### config.mk
export PLATFORM = sky130hd
export DESIGN_NAME = vitc_timecode_word_builder
export DESIGN_NICKNAME = d
export VERILOG_FILES = /design/src/hdl/vitc_twb_pkg.sv /design/src/hdl/vitc_timecode_word_builder.sv
export SDC_FILE = /design/constraint.sdc
export NUM_CORES = 2
export LEC_CHECK = 0
export BUFFER_PORTS_ARGS = -buffer_cell sky130_fd_sc_hd__clkbuf_2
export CORE_MARGIN = 2
export CORE_UTILIZATION = 50
export DETAILED_ROUTE_END_ITERATION = 12
export PLACE_DENSITY = 0.64
export SYNTH_ARGS = -nofsm -noshare
export SYNTH_HDL_FRONTEND = slang
export SYNTH_SLANG_ARGS = --single-unit
### constraint.sdc
create_clock -name clk_i -period 8.15 [get_ports clk_i]
set_input_delay 1.2225 -clock clk_i [delete_from_list [all_inputs] [get_ports clk_i]]
set_output_delay 1.2225 -clock clk_i [all_outputs]
set_load 0.01 [all_outputs]
### src/hdl/vitc_twb_pkg.sv
package vitc_twb_pkg;

  // Frame rates selected by video_system
  localparam logic [5:0] FPS_PAL  = 6'd25;
  localparam logic [5:0] FPS_NTSC = 6'd30;
  localparam logic [6:0] SIXTY    = 7'd60;
  localparam logic [4:0] DAY_HRS  = 5'd24;

  // Reciprocals floor(2^S / d); with the operand ranges used here the estimate
  // lands on q or q-1, and one compare/subtract step fixes it up.
  localparam logic [27:0] RECIP_25 = 28'd171798691;  // 2^32 / 25
  localparam logic [27:0] RECIP_30 = 28'd143165576;  // 2^32 / 30
  localparam logic [26:0] RECIP_60 = 27'd71582788;   // 2^32 / 60
  localparam logic [15:0] RECIP_24 = 16'd43690;      // 2^20 / 24

  // Number of register stages in the arithmetic pipeline
  localparam int unsigned NSTG = 9;

  // Group positions within one run
  localparam logic [3:0] GRP_FRAMES  = 4'd0;
  localparam logic [3:0] GRP_SECONDS = 4'd1;
  localparam logic [3:0] GRP_MINUTES = 4'd2;
  localparam logic [3:0] GRP_HOURS   = 4'd3;
  localparam logic [3:0] GRP_LAST    = 4'd8;

  localparam logic [1:0] SYNC_PAIR = 2'b01;  // 1 then 0, LSB first

  // BCD of a value below 60: tens = (v * 13) >> 7 is exact there
  function automatic logic [7:0] to_bcd(input logic [5:0] v);
    logic [9:0] prod;
    logic [3:0] tens;
    logic [5:0] ones;
    prod = 10'(v) * 10'd13;
    tens = 4'(prod[9:7]);
    ones = v - 6'(tens) * 6'd10;
    return {tens, ones[3:0]};
  endfunction

  function automatic logic [9:0] make_group(input logic [7:0] b);
    return {b, SYNC_PAIR};
  endfunction

  // XOR of the ten bytes formed by the first 80 serialized bits
  function automatic logic [7:0] check_byte(input logic [7:0] b0, input logic [7:0] b1,
                                            input logic [7:0] b2, input logic [7:0] b3);
    logic [79:0] stream;
    logic [7:0]  acc;
    stream = {make_group(8'h00), make_group(8'h00), make_group(8'h00), make_group(8'h00),
              make_group(b3), make_group(b2), make_group(b1), make_group(b0)};
    acc = 8'h00;
    for (int k = 0; k < 10; k++) begin
      acc = acc ^ stream[8*k +: 8];
    end
    return acc;
  endfunction

endpackage

### src/hdl/vitc_timecode_word_builder.sv
// Path: an accepted frame count moves through stages 0 to 8 into the output group register.
// Throughput: nine group beats per frame count, one per cycle while out_ready_i is high;
//   the output group register, which holds one run at a time, is the limit.
// The 9-stage division pipeline keeps accepting counts while a run is still going out.
// Reset (rst_ni low, asynchronous): pipeline and output emptied, video_system = 25 fps.
module vitc_timecode_word_builder (
  input  logic        clk_i,
  input  logic        rst_ni,
  input  logic        cfg_we_i,
  input  logic        cfg_wdata_i,
  input  logic        in_valid_i,
  output logic        in_ready_o,
  input  logic [30:0] frame_count_i,
  output logic        out_valid_o,
  input  logic        out_ready_i,
  output logic [9:0]  group_bits_o,
  output logic [3:0]  group_index_o,
  output logic        is_last_o
);
  import vitc_twb_pkg::*;

  // ---------------------------------------------------------------------------
  // Configuration: 0 = 25 fps, 1 = 30 fps
  // ---------------------------------------------------------------------------
  logic video_system_q;

  always_ff @(posedge clk_i or negedge rst_ni) begin
    if (!rst_ni) begin
      video_system_q <= 1'b0;
    end else if (cfg_we_i) begin
      video_system_q <= cfg_wdata_i;
    end
  end

  // ---------------------------------------------------------------------------
  // Pipeline flow control. Each stage loads when it is empty or when the stage
  // after it loads, so bubbles collapse and the chain only stalls on the
  // output side.
  // ---------------------------------------------------------------------------
  logic [NSTG-1:0] vld_q;
  logic [NSTG-1:0] ld;
  logic            ser_vld_q;
  logic [3:0]      ser_idx_q;
  logic            ser_take;   // output register can take a new run
  logic            out_beat;

  assign out_beat = ser_vld_q && out_ready_i;
  assign ser_take = !ser_vld_q || (out_ready_i && (ser_idx_q == GRP_LAST));

  always_comb begin
    ld[NSTG-1] = !vld_q[NSTG-1] || ser_take;
    for (int k = NSTG - 2; k >= 0; k--) begin
      ld[k] = !vld_q[k] || ld[k+1];
    end
  end

  assign in_ready_o = ld[0];

  always_ff @(posedge clk_i or negedge rst_ni) begin
    if (!rst_ni) begin
      vld_q <= '0;
    end else begin
      if (ld[0]) begin
        vld_q[0] <= in_valid_i;
      end
      for (int k = 1; k < NSTG; k++) begin
        if (ld[k]) begin
          vld_q[k] <= vld_q[k-1];
        end
      end
    end
  end

  // ---------------------------------------------------------------------------
  // Stage 0: input register. Rate select is captured with the count.
  // ---------------------------------------------------------------------------
  logic [30:0] cnt0_q;
  logic        sys0_q;

  always_ff @(posedge clk_i) begin
    if (ld[0]) begin
      cnt0_q <= frame_count_i;
      sys0_q <= video_system_q;
    end
  end

  // ---------------------------------------------------------------------------
  // Stage 1: count * 2^32/fps
  // ---------------------------------------------------------------------------
  logic [58:0] prod1_d, prod1_q;
  logic [30:0] cnt1_q;
  logic        sys1_q;

  assign prod1_d = 59'(cnt0_q) * 59'(sys0_q ? RECIP_30 : RECIP_25);

  always_ff @(posedge clk_i) begin
    if (ld[1]) begin
      prod1_q <= prod1_d;
      cnt1_q  <= cnt0_q;
      sys1_q  <= sys0_q;
    end
  end

  // ---------------------------------------------------------------------------
  // Stage 2: total seconds and frames, with one-step correction
  // ---------------------------------------------------------------------------
  logic [26:0] q1_est;
  logic [30:0] q1_mul;
  logic [30:0] r1_full;
  logic [5:0]  r1, fps1;
  logic [26:0] tsec2_d, tsec2_q;
  logic [4:0]  fr2_d, fr2_q;

  always_comb begin
    q1_est  = prod1_q[58:32];
    fps1    = sys1_q ? FPS_NTSC : FPS_PAL;
    q1_mul  = sys1_q ? (31'(q1_est) * 31'(FPS_NTSC)) : (31'(q1_est) * 31'(FPS_PAL));
    r1_full = cnt1_q - q1_mul;
    r1      = r1_full[5:0];  // below 2 * fps
    if (r1 >= fps1) begin
      tsec2_d = q1_est + 27'd1;
      fr2_d   = 5'(r1 - fps1);
    end else begin
      tsec2_d = q1_est;
      fr2_d   = 5'(r1);
    end
  end

  always_ff @(posedge clk_i) begin
    if (ld[2]) begin
      tsec2_q <= tsec2_d;
      fr2_q   <= fr2_d;
    end
  end

  // ---------------------------------------------------------------------------
  // Stage 3: total seconds * 2^32/60
  // ---------------------------------------------------------------------------
  logic [53:0] prod3_q;
  logic [26:0] tsec3_q;
  logic [4:0]  fr3_q;

  always_ff @(posedge clk_i) begin
    if (ld[3]) begin
      prod3_q <= 54'(tsec2_q) * 54'(RECIP_60);
      tsec3_q <= tsec2_q;
      fr3_q   <= fr2_q;
    end
  end

  // ---------------------------------------------------------------------------
  // Stage 4: total minutes and seconds
  // ---------------------------------------------------------------------------
  logic [20:0] q3_est;
  logic [26:0] r3_full;
  logic [6:0]  r3;
  logic [20:0] tmin4_d, tmin4_q;
  logic [5:0]  sec4_d, sec4_q;
  logic [4:0]  fr4_q;

  always_comb begin
    q3_est  = prod3_q[52:32];  // total minutes stay below 2^21
    r3_full = tsec3_q - 27'(q3_est) * 27'(SIXTY);
    r3      = r3_full[6:0];
    if (r3 >= SIXTY) begin
      tmin4_d = q3_est + 21'd1;
      sec4_d  = 6'(r3 - SIXTY);
    end else begin
      tmin4_d = q3_est;
      sec4_d  = 6'(r3);
    end
  end

  always_ff @(posedge clk_i) begin
    if (ld[4]) begin
      tmin4_q <= tmin4_d;
      sec4_q  <= sec4_d;
      fr4_q   <= fr3_q;
    end
  end

  // ---------------------------------------------------------------------------
  // Stage 5: total minutes * 2^32/60
  // ---------------------------------------------------------------------------
  logic [47:0] prod5_q;
  logic [20:0] tmin5_q;
  logic [5:0]  sec5_q;
  logic [4:0]  fr5_q;

  always_ff @(posedge clk_i) begin
    if (ld[5]) begin
      prod5_q <= 48'(tmin4_q) * 48'(RECIP_60);
      tmin5_q <= tmin4_q;
      sec5_q  <= sec4_q;
      fr5_q   <= fr4_q;
    end
  end

  // ---------------------------------------------------------------------------
  // Stage 6: total hours and minutes
  // ---------------------------------------------------------------------------
  logic [14:0] q5_est;
  logic [20:0] r5_full;
  logic [6:0]  r5;
  logic [14:0] thr6_d, thr6_q;
  logic [5:0]  min6_d, min6_q;
  logic [5:0]  sec6_q;
  logic [4:0]  fr6_q;

  always_comb begin
    q5_est  = prod5_q[46:32];  // total hours stay below 2^15
    r5_full = tmin5_q - 21'(q5_est) * 21'(SIXTY);
    r5      = r5_full[6:0];
    if (r5 >= SIXTY) begin
      thr6_d = q5_est + 15'd1;
      min6_d = 6'(r5 - SIXTY);
    end else begin
      thr6_d = q5_est;
      min6_d = 6'(r5);
    end
  end

  always_ff @(posedge clk_i) begin
    if (ld[6]) begin
      thr6_q <= thr6_d;
      min6_q <= min6_d;
      sec6_q <= sec5_q;
      fr6_q  <= fr5_q;
    end
  end

  // ---------------------------------------------------------------------------
  // Stage 7: total hours * 2^20/24
  // ---------------------------------------------------------------------------
  logic [30:0] prod7_q;
  logic [14:0] thr7_q;
  logic [5:0]  min7_q, sec7_q;
  logic [4:0]  fr7_q;

  always_ff @(posedge clk_i) begin
    if (ld[7]) begin
      prod7_q <= 31'(thr6_q) * 31'(RECIP_24);
      thr7_q  <= thr6_q;
      min7_q  <= min6_q;
      sec7_q  <= sec6_q;
      fr7_q   <= fr6_q;
    end
  end

  // ---------------------------------------------------------------------------
  // Stage 8: hours modulo 24
  // ---------------------------------------------------------------------------
  logic [9:0]  q7_est;
  logic [14:0] r7_full;
  logic [5:0]  r7;
  logic [4:0]  hr8_d, hr8_q;
  logic [5:0]  min8_q, sec8_q;
  logic [4:0]  fr8_q;

  always_comb begin
    q7_est  = prod7_q[29:20];
    r7_full = thr7_q - 15'(q7_est) * 15'(DAY_HRS);
    r7      = r7_full[5:0];
    if (r7 >= 6'(DAY_HRS)) begin
      hr8_d = 5'(r7 - 6'(DAY_HRS));
    end else begin
      hr8_d = 5'(r7);
    end
  end

  always_ff @(posedge clk_i) begin
    if (ld[8]) begin
      hr8_q  <= hr8_d;
      min8_q <= min7_q;
      sec8_q <= sec7_q;
      fr8_q  <= fr7_q;
    end
  end

  // ---------------------------------------------------------------------------
  // Output register: BCD bytes and check byte of one run, sent one group per beat.
  // User bytes are always zero.
  // ---------------------------------------------------------------------------
  logic [7:0] bcd_fr, bcd_sec, bcd_min, bcd_hr;
  logic [7:0] byte_fr_q, byte_sec_q, byte_min_q, byte_hr_q, byte_chk_q;
  logic [7:0] cur_byte;

  assign bcd_fr  = to_bcd(6'(fr8_q));
  assign bcd_sec = to_bcd(sec8_q);
  assign bcd_min = to_bcd(min8_q);
  assign bcd_hr  = to_bcd(6'(hr8_q));

  always_ff @(posedge clk_i) begin
    if (ser_take && vld_q[NSTG-1]) begin
      byte_fr_q  <= bcd_fr;
      byte_sec_q <= bcd_sec;
      byte_min_q <= bcd_min;
      byte_hr_q  <= bcd_hr;
      byte_chk_q <= check_byte(bcd_fr, bcd_sec, bcd_min, bcd_hr);
    end
  end

  always_ff @(posedge clk_i or negedge rst_ni) begin
    if (!rst_ni) begin
      ser_vld_q <= 1'b0;
      ser_idx_q <= GRP_FRAMES;
    end else if (ser_take) begin
      ser_vld_q <= vld_q[NSTG-1];
      ser_idx_q <= GRP_FRAMES;
    end else if (out_beat) begin
      ser_idx_q <= ser_idx_q + 4'd1;
    end
  end

  always_comb begin
    case (ser_idx_q)
      GRP_FRAMES:  cur_byte = byte_fr_q;
      GRP_SECONDS: cur_byte = byte_sec_q;
      GRP_MINUTES: cur_byte = byte_min_q;
      GRP_HOURS:   cur_byte = byte_hr_q;
      GRP_LAST:    cur_byte = byte_chk_q;
      default:     cur_byte = 8'h00;
    endcase
  end

  assign out_valid_o   = ser_vld_q;
  assign group_bits_o  = make_group(cur_byte);
  assign group_index_o = ser_idx_q;
  assign is_last_o     = (ser_idx_q == GRP_LAST);

endmodule

==> Flow_metrics.wiki <==
{| class="wikitable"
! Metric !! Value
|-
| Setup TNS || 0 ns
|-
| Top fanout value on the critical path || 34
|-
| Standard cell core area || 0.0865 mm²
|-
| Seq cells post-synth || around 330
|-
| Number of standard-cell rows in the floorplan || approximately 110
|-
| Fraction of synthesized cell area in xor and xnor cells || 0.0485
|-
| Cell Area, Synth || between 0.04 and 0.05 mm²
|-
| Biggest area contributors in the synthesized netlist || sky130_fd_sc_hd__fa_1 (28%), sky130_fd_sc_hd__ha_1 (23%), sky130_fd_sc_hd__edfxtp_1 (21%)
|-
| Layout cell share with drive strength beyond 1 || 0.0483
|-
| Fraction of the core area covered by cells at the end of the flow || 0.543
|-
| Maximum number of pins on one net before global-route repair || 35
|-
| Post-synthesis compound-gate area fraction || 0.0544
|-
| Number of setup violations in the final report || 0
|-
| Delay contributed by the slowest stage of the critical path || 0.65 ns
|-
| Overflow after GRT || 0
|-
| Max transition margin || 0.207
|-
| Yosys top cell by area || sky130_fd_sc_hd__fa_1
|-
| Post-place instance area || 0.0455 mm²
|-
| Count of final hold-check violations || 0
|-
| Achievable clock frequency || about 0.13 GHz
|-
| Number of flops mapped to enable cells by yosys || 310
|-
| Global-route wire length before repair || 156,000 µm
|-
| Half-perimeter wire length of the detailed placement result || around 84,000 µm
|-
| Average vias per placed instance || 5.04
|-
| Register area || 0.00968 mm²
|-
| Worst Skew || 0.0346 ns
|-
| Measured slew at the worst slew-check pin || between 1 and 1.5 ns
|-
| Avg WL per Cell || between 15 and 20 µm
|-
| Async set-or-reset flop fraction in the synthesized netlist || 0.0462
|-
| Fillers || 7,661
|-
| Buffer levels on the longest clock path || 3
|-
| Worst hold endpoint || fr6_q[1]
|-
| Worst hold path type || flip-flop to flip-flop
|-
| Number of clock sinks || 325
|-
| Area added between synthesis and finish || 7.96%
|-
| Routability cong. || 0.939
|-
| Worst reg2reg path startpoint || sys0_q
|-
| Clock-pin slew on the worst setup and hold paths || 0.06 ns
|-
| Top cell family by delay on the critical path || adder cells
|-
| Clock root cell || sky130_fd_sc_hd__clkbuf_16
|-
| Reg2reg end || prod1_q[58]
|-
| Start point of the worst hold path || fr5_q[1]
|-
| Element type at the critical path start || flip-flop
|-
| Post-DRT Antenna Nets || 0
|-
| Time the worst path needs with I/O delays and setup || 7.80 ns
|-
| Maximum level of the CTS H-tree || 2
|-
| Mapped Avg Cell Area || 10.7 µm²
|-
| DRC || 0
|-
| Starting DRT DRC Count || 1,420
|-
| Yosys warning total || 0
|-
| Port buffer count || just over 50
|-
| Result of the run || finished, final reports clean
|-
| # Max-Cap Violations || 0
|-
| Total length of routed wires || between 90,000 and 100,000 µm
|-
| Register-to-register setup slack || 0.35 ns
|-
| CP max stage cell || sky130_fd_sc_hd__fa_1
|-
| Buf/Inv on CP || 6
|-
| Most repeated library cell on the critical path || sky130_fd_sc_hd__fa_1
|-
| Main combinational cell family by area after synthesis || adder cells
|-
| Number of iterations in the first detailed-routing pass || 5
|-
| Library cells used by synthesis || 78
|-
| Register area share after synthesis || 0.223
|-
| Boundary pin count || between 50 and 60
|-
| TritonCTS clock tree || yes
|-
| Synth Flop Type || sky130_fd_sc_hd__edfxtp_1
|-
| Critical path data arrival time || roughly 8 ns
|-
| Number of instances in the synthesized netlist || approximately 4,000
|-
| Initial antenna violation count || 0
|-
| GR Util All Layers || 0.224
|-
| Number of vias after detailed routing || 27,242
|-
| Path type of the worst setup path || flip-flop to flip-flop
|-
| Portion of synthesized cell area occupied by the leading cell type || 0.275
|-
| Worst skew pair latency || between 0.5 and 0.6 ns
|-
| Starting density of the core || 0.503
|-
| Final cell area excluding filler cells || ~0.047 mm²
|-
| Final worst path period share || 0.957
|-
| Multiplexer fraction of the synthesized cell area || 0.00314
|-
| Area share of fa/ha/maj cells after synthesis || 0.510
|-
| Number of nets in the final layout || 5,667
|-
| Combined area of the multi-input logic cells || 0.0297 mm²
|-
| Floorplan die area || approximately 0.09 mm²
|-
| Reg2reg path depth || 25
|-
| Number of buffers created by CTS || 39
|-
| Via count of the first global-routing pass || 29,069
|-
| Die outline width || 299 µm
|-
| Simple-gate share of the synthesized area || 0.0605
|-
| Data required, critical path || 8.50 ns
|-
| Kind of capture point of the worst setup path || flip-flop
|-
| Max-slew violations || 0
|-
| Number of diodes || 0
|-
| Worst Hold Path Cells || 0
|-
| Height of the chip || between 200 and 300 µm
|-
| Setup repair after global routing missed its margin || false
|}
placed cells by master, fill, tap and decap left out, drive strengths merged, types with 11 or more instances in the layout:
cell type,n
o21a,17
inv,1117
a211oi,11
edfxtp,310
xor2,67
conb,64
nand4,25
nor2,85
nand3,33
xnor2,168
clkinv,20
ha,814
and2,13
or2,11
nor3,28
nand2,232
a21oi,109
clkbuf,93
and3,17
a21o,54
o21ai,72
nor2b,20
nand2b,50
fa,598
buf,48
dfrtp,15
o21bai,17
worst reg2reg max path, cell delays in order (launching register included):
cell and delay, ns:
sky130_fd_sc_hd__edfxtp_1 0.57, sky130_fd_sc_hd__buf_6 0.20, sky130_fd_sc_hd__buf_12 0.18, sky130_fd_sc_hd__nand2b_1 0.25, sky130_fd_sc_hd__clkinvlp_4 0.21, sky130_fd_sc_hd__buf_4 0.19, sky130_fd_sc_hd__ha_1 0.31, sky130_fd_sc_hd__fa_1 0.59
sky130_fd_sc_hd__inv_1 0.08, sky130_fd_sc_hd__fa_1 0.51, sky130_fd_sc_hd__fa_1 0.54, sky130_fd_sc_hd__fa_1 0.55, sky130_fd_sc_hd__inv_1 0.06, sky130_fd_sc_hd__fa_1 0.65, sky130_fd_sc_hd__ha_1 0.28, sky130_fd_sc_hd__ha_1 0.31
sky130_fd_sc_hd__a21oi_1 0.26, sky130_fd_sc_hd__o21ai_0 0.17, sky130_fd_sc_hd__nand2_1 0.11, sky130_fd_sc_hd__o311ai_0 0.24, sky130_fd_sc_hd__a31oi_1 0.26, sky130_fd_sc_hd__a21oi_1 0.10, sky130_fd_sc_hd__a221o_1 0.30, sky130_fd_sc_hd__o41a_1 0.36
sky130_fd_sc_hd__a21oi_1 0.19, sky130_fd_sc_hd__xnor2_1 0.08
state kept, by name (all words and copies together), names as in the netlist, 7 cells and up:
| name | cells |
|---|---|
| byte_chk_q | 8 |
| byte_min_q | 7 |
| byte_sec_q | 7 |
| cnt0_q | 31 |
| prod1_q | 27 |
| prod3_q | 21 |
| prod5_q | 15 |
| thr6_q | 15 |
| tmin4_q | 21 |
| tmin5_q | 7 |
| tsec2_q | 27 |
| tsec3_q | 7 |
| vld_q | 9 |
how the worst max path moves through the flow:
stage                     startpoint     endpoint  slack [ns]  depth (start not counted)
after floorplan               sys0_q  prod1_q[58]        0.85                         27
after global placement        sys0_q  prod1_q[58]        0.29                         26
after detailed placement      sys0_q  prod1_q[58]        0.25                         26
after CTS                     sys0_q  prod1_q[58]        0.20                         26
after global routing          sys0_q  prod1_q[58]       0.003                         25
final                         sys0_q  prod1_q[58]        0.35                         25
cell usage after synthesis (all sizes together), types with 41 or more instances:
cell    count
xnor2     168
inv      1117
fa        598
edfxtp    310
ha        814
xor2       67
nand2     232
clkbuf     41
nor2       85
a21o       54
o21ai      72
nand2b     50
a21oi     109
cells by family after synthesis:
| logic type | count (synthesis) |
|---|---|
| AO/OA/AOI/OAI | 363 |
| other | 2 |
| flip-flops | 325 |
| buffers and inverters | 1164 |
| multiplexers | 13 |
| AND/OR/NAND/NOR | 546 |
| adder cells (fa/ha/maj) | 1412 |
| XOR/XNOR | 237 |
layout make-up:
| class | count | area share |
|---|---|---|
| tap | 1155 | 0.0308 |
| clock inverter | 29 | 0.00709 |
| sequential | 325 | 0.206 |
| clock buffer | 42 | 0.0210 |
| inverter | 1118 | 0.0896 |
| timing repair buffer | 99 | 0.0135 |
| multi-input combinational | 2635 | 0.632 |
metal layers:
layer,share of wire,global-route usage,vias to the layer above,wire length (µm)
met5,0,0,-,0
met4,0.032,0.0648,0,3100
met3,0.047,0.0361,158,4520
met2,0.49,0.385,533,47000
met1,0.43,0.294,13366,41200
li1,-,-,13185,-
what timing repair did:
| action | 4_1_cts | 5_1_grt |
|---|---|---|
| gates resized for setup | 0 | 8 |
| endpoints found under the setup margin | 0 | 8 |
| hold buffers | 0 | 0 |
| setup buffers | 0 | 13 |
through the flow:
stage	hold WS (ns)	setup slack [ns]	cells
after detailed placement	0.405	0.245	5319
after global routing	0.416	0.00250	5403
after global placement	0.401	0.289	5319
after floorplan	0.400	0.854	4124
after CTS	0.398	0.199	5390
final	0.405	0.347	5403
Power is left out: the tool's default activity adds up to more than one toggle a clock period on the data nets, which glitch-free logic cannot reach.
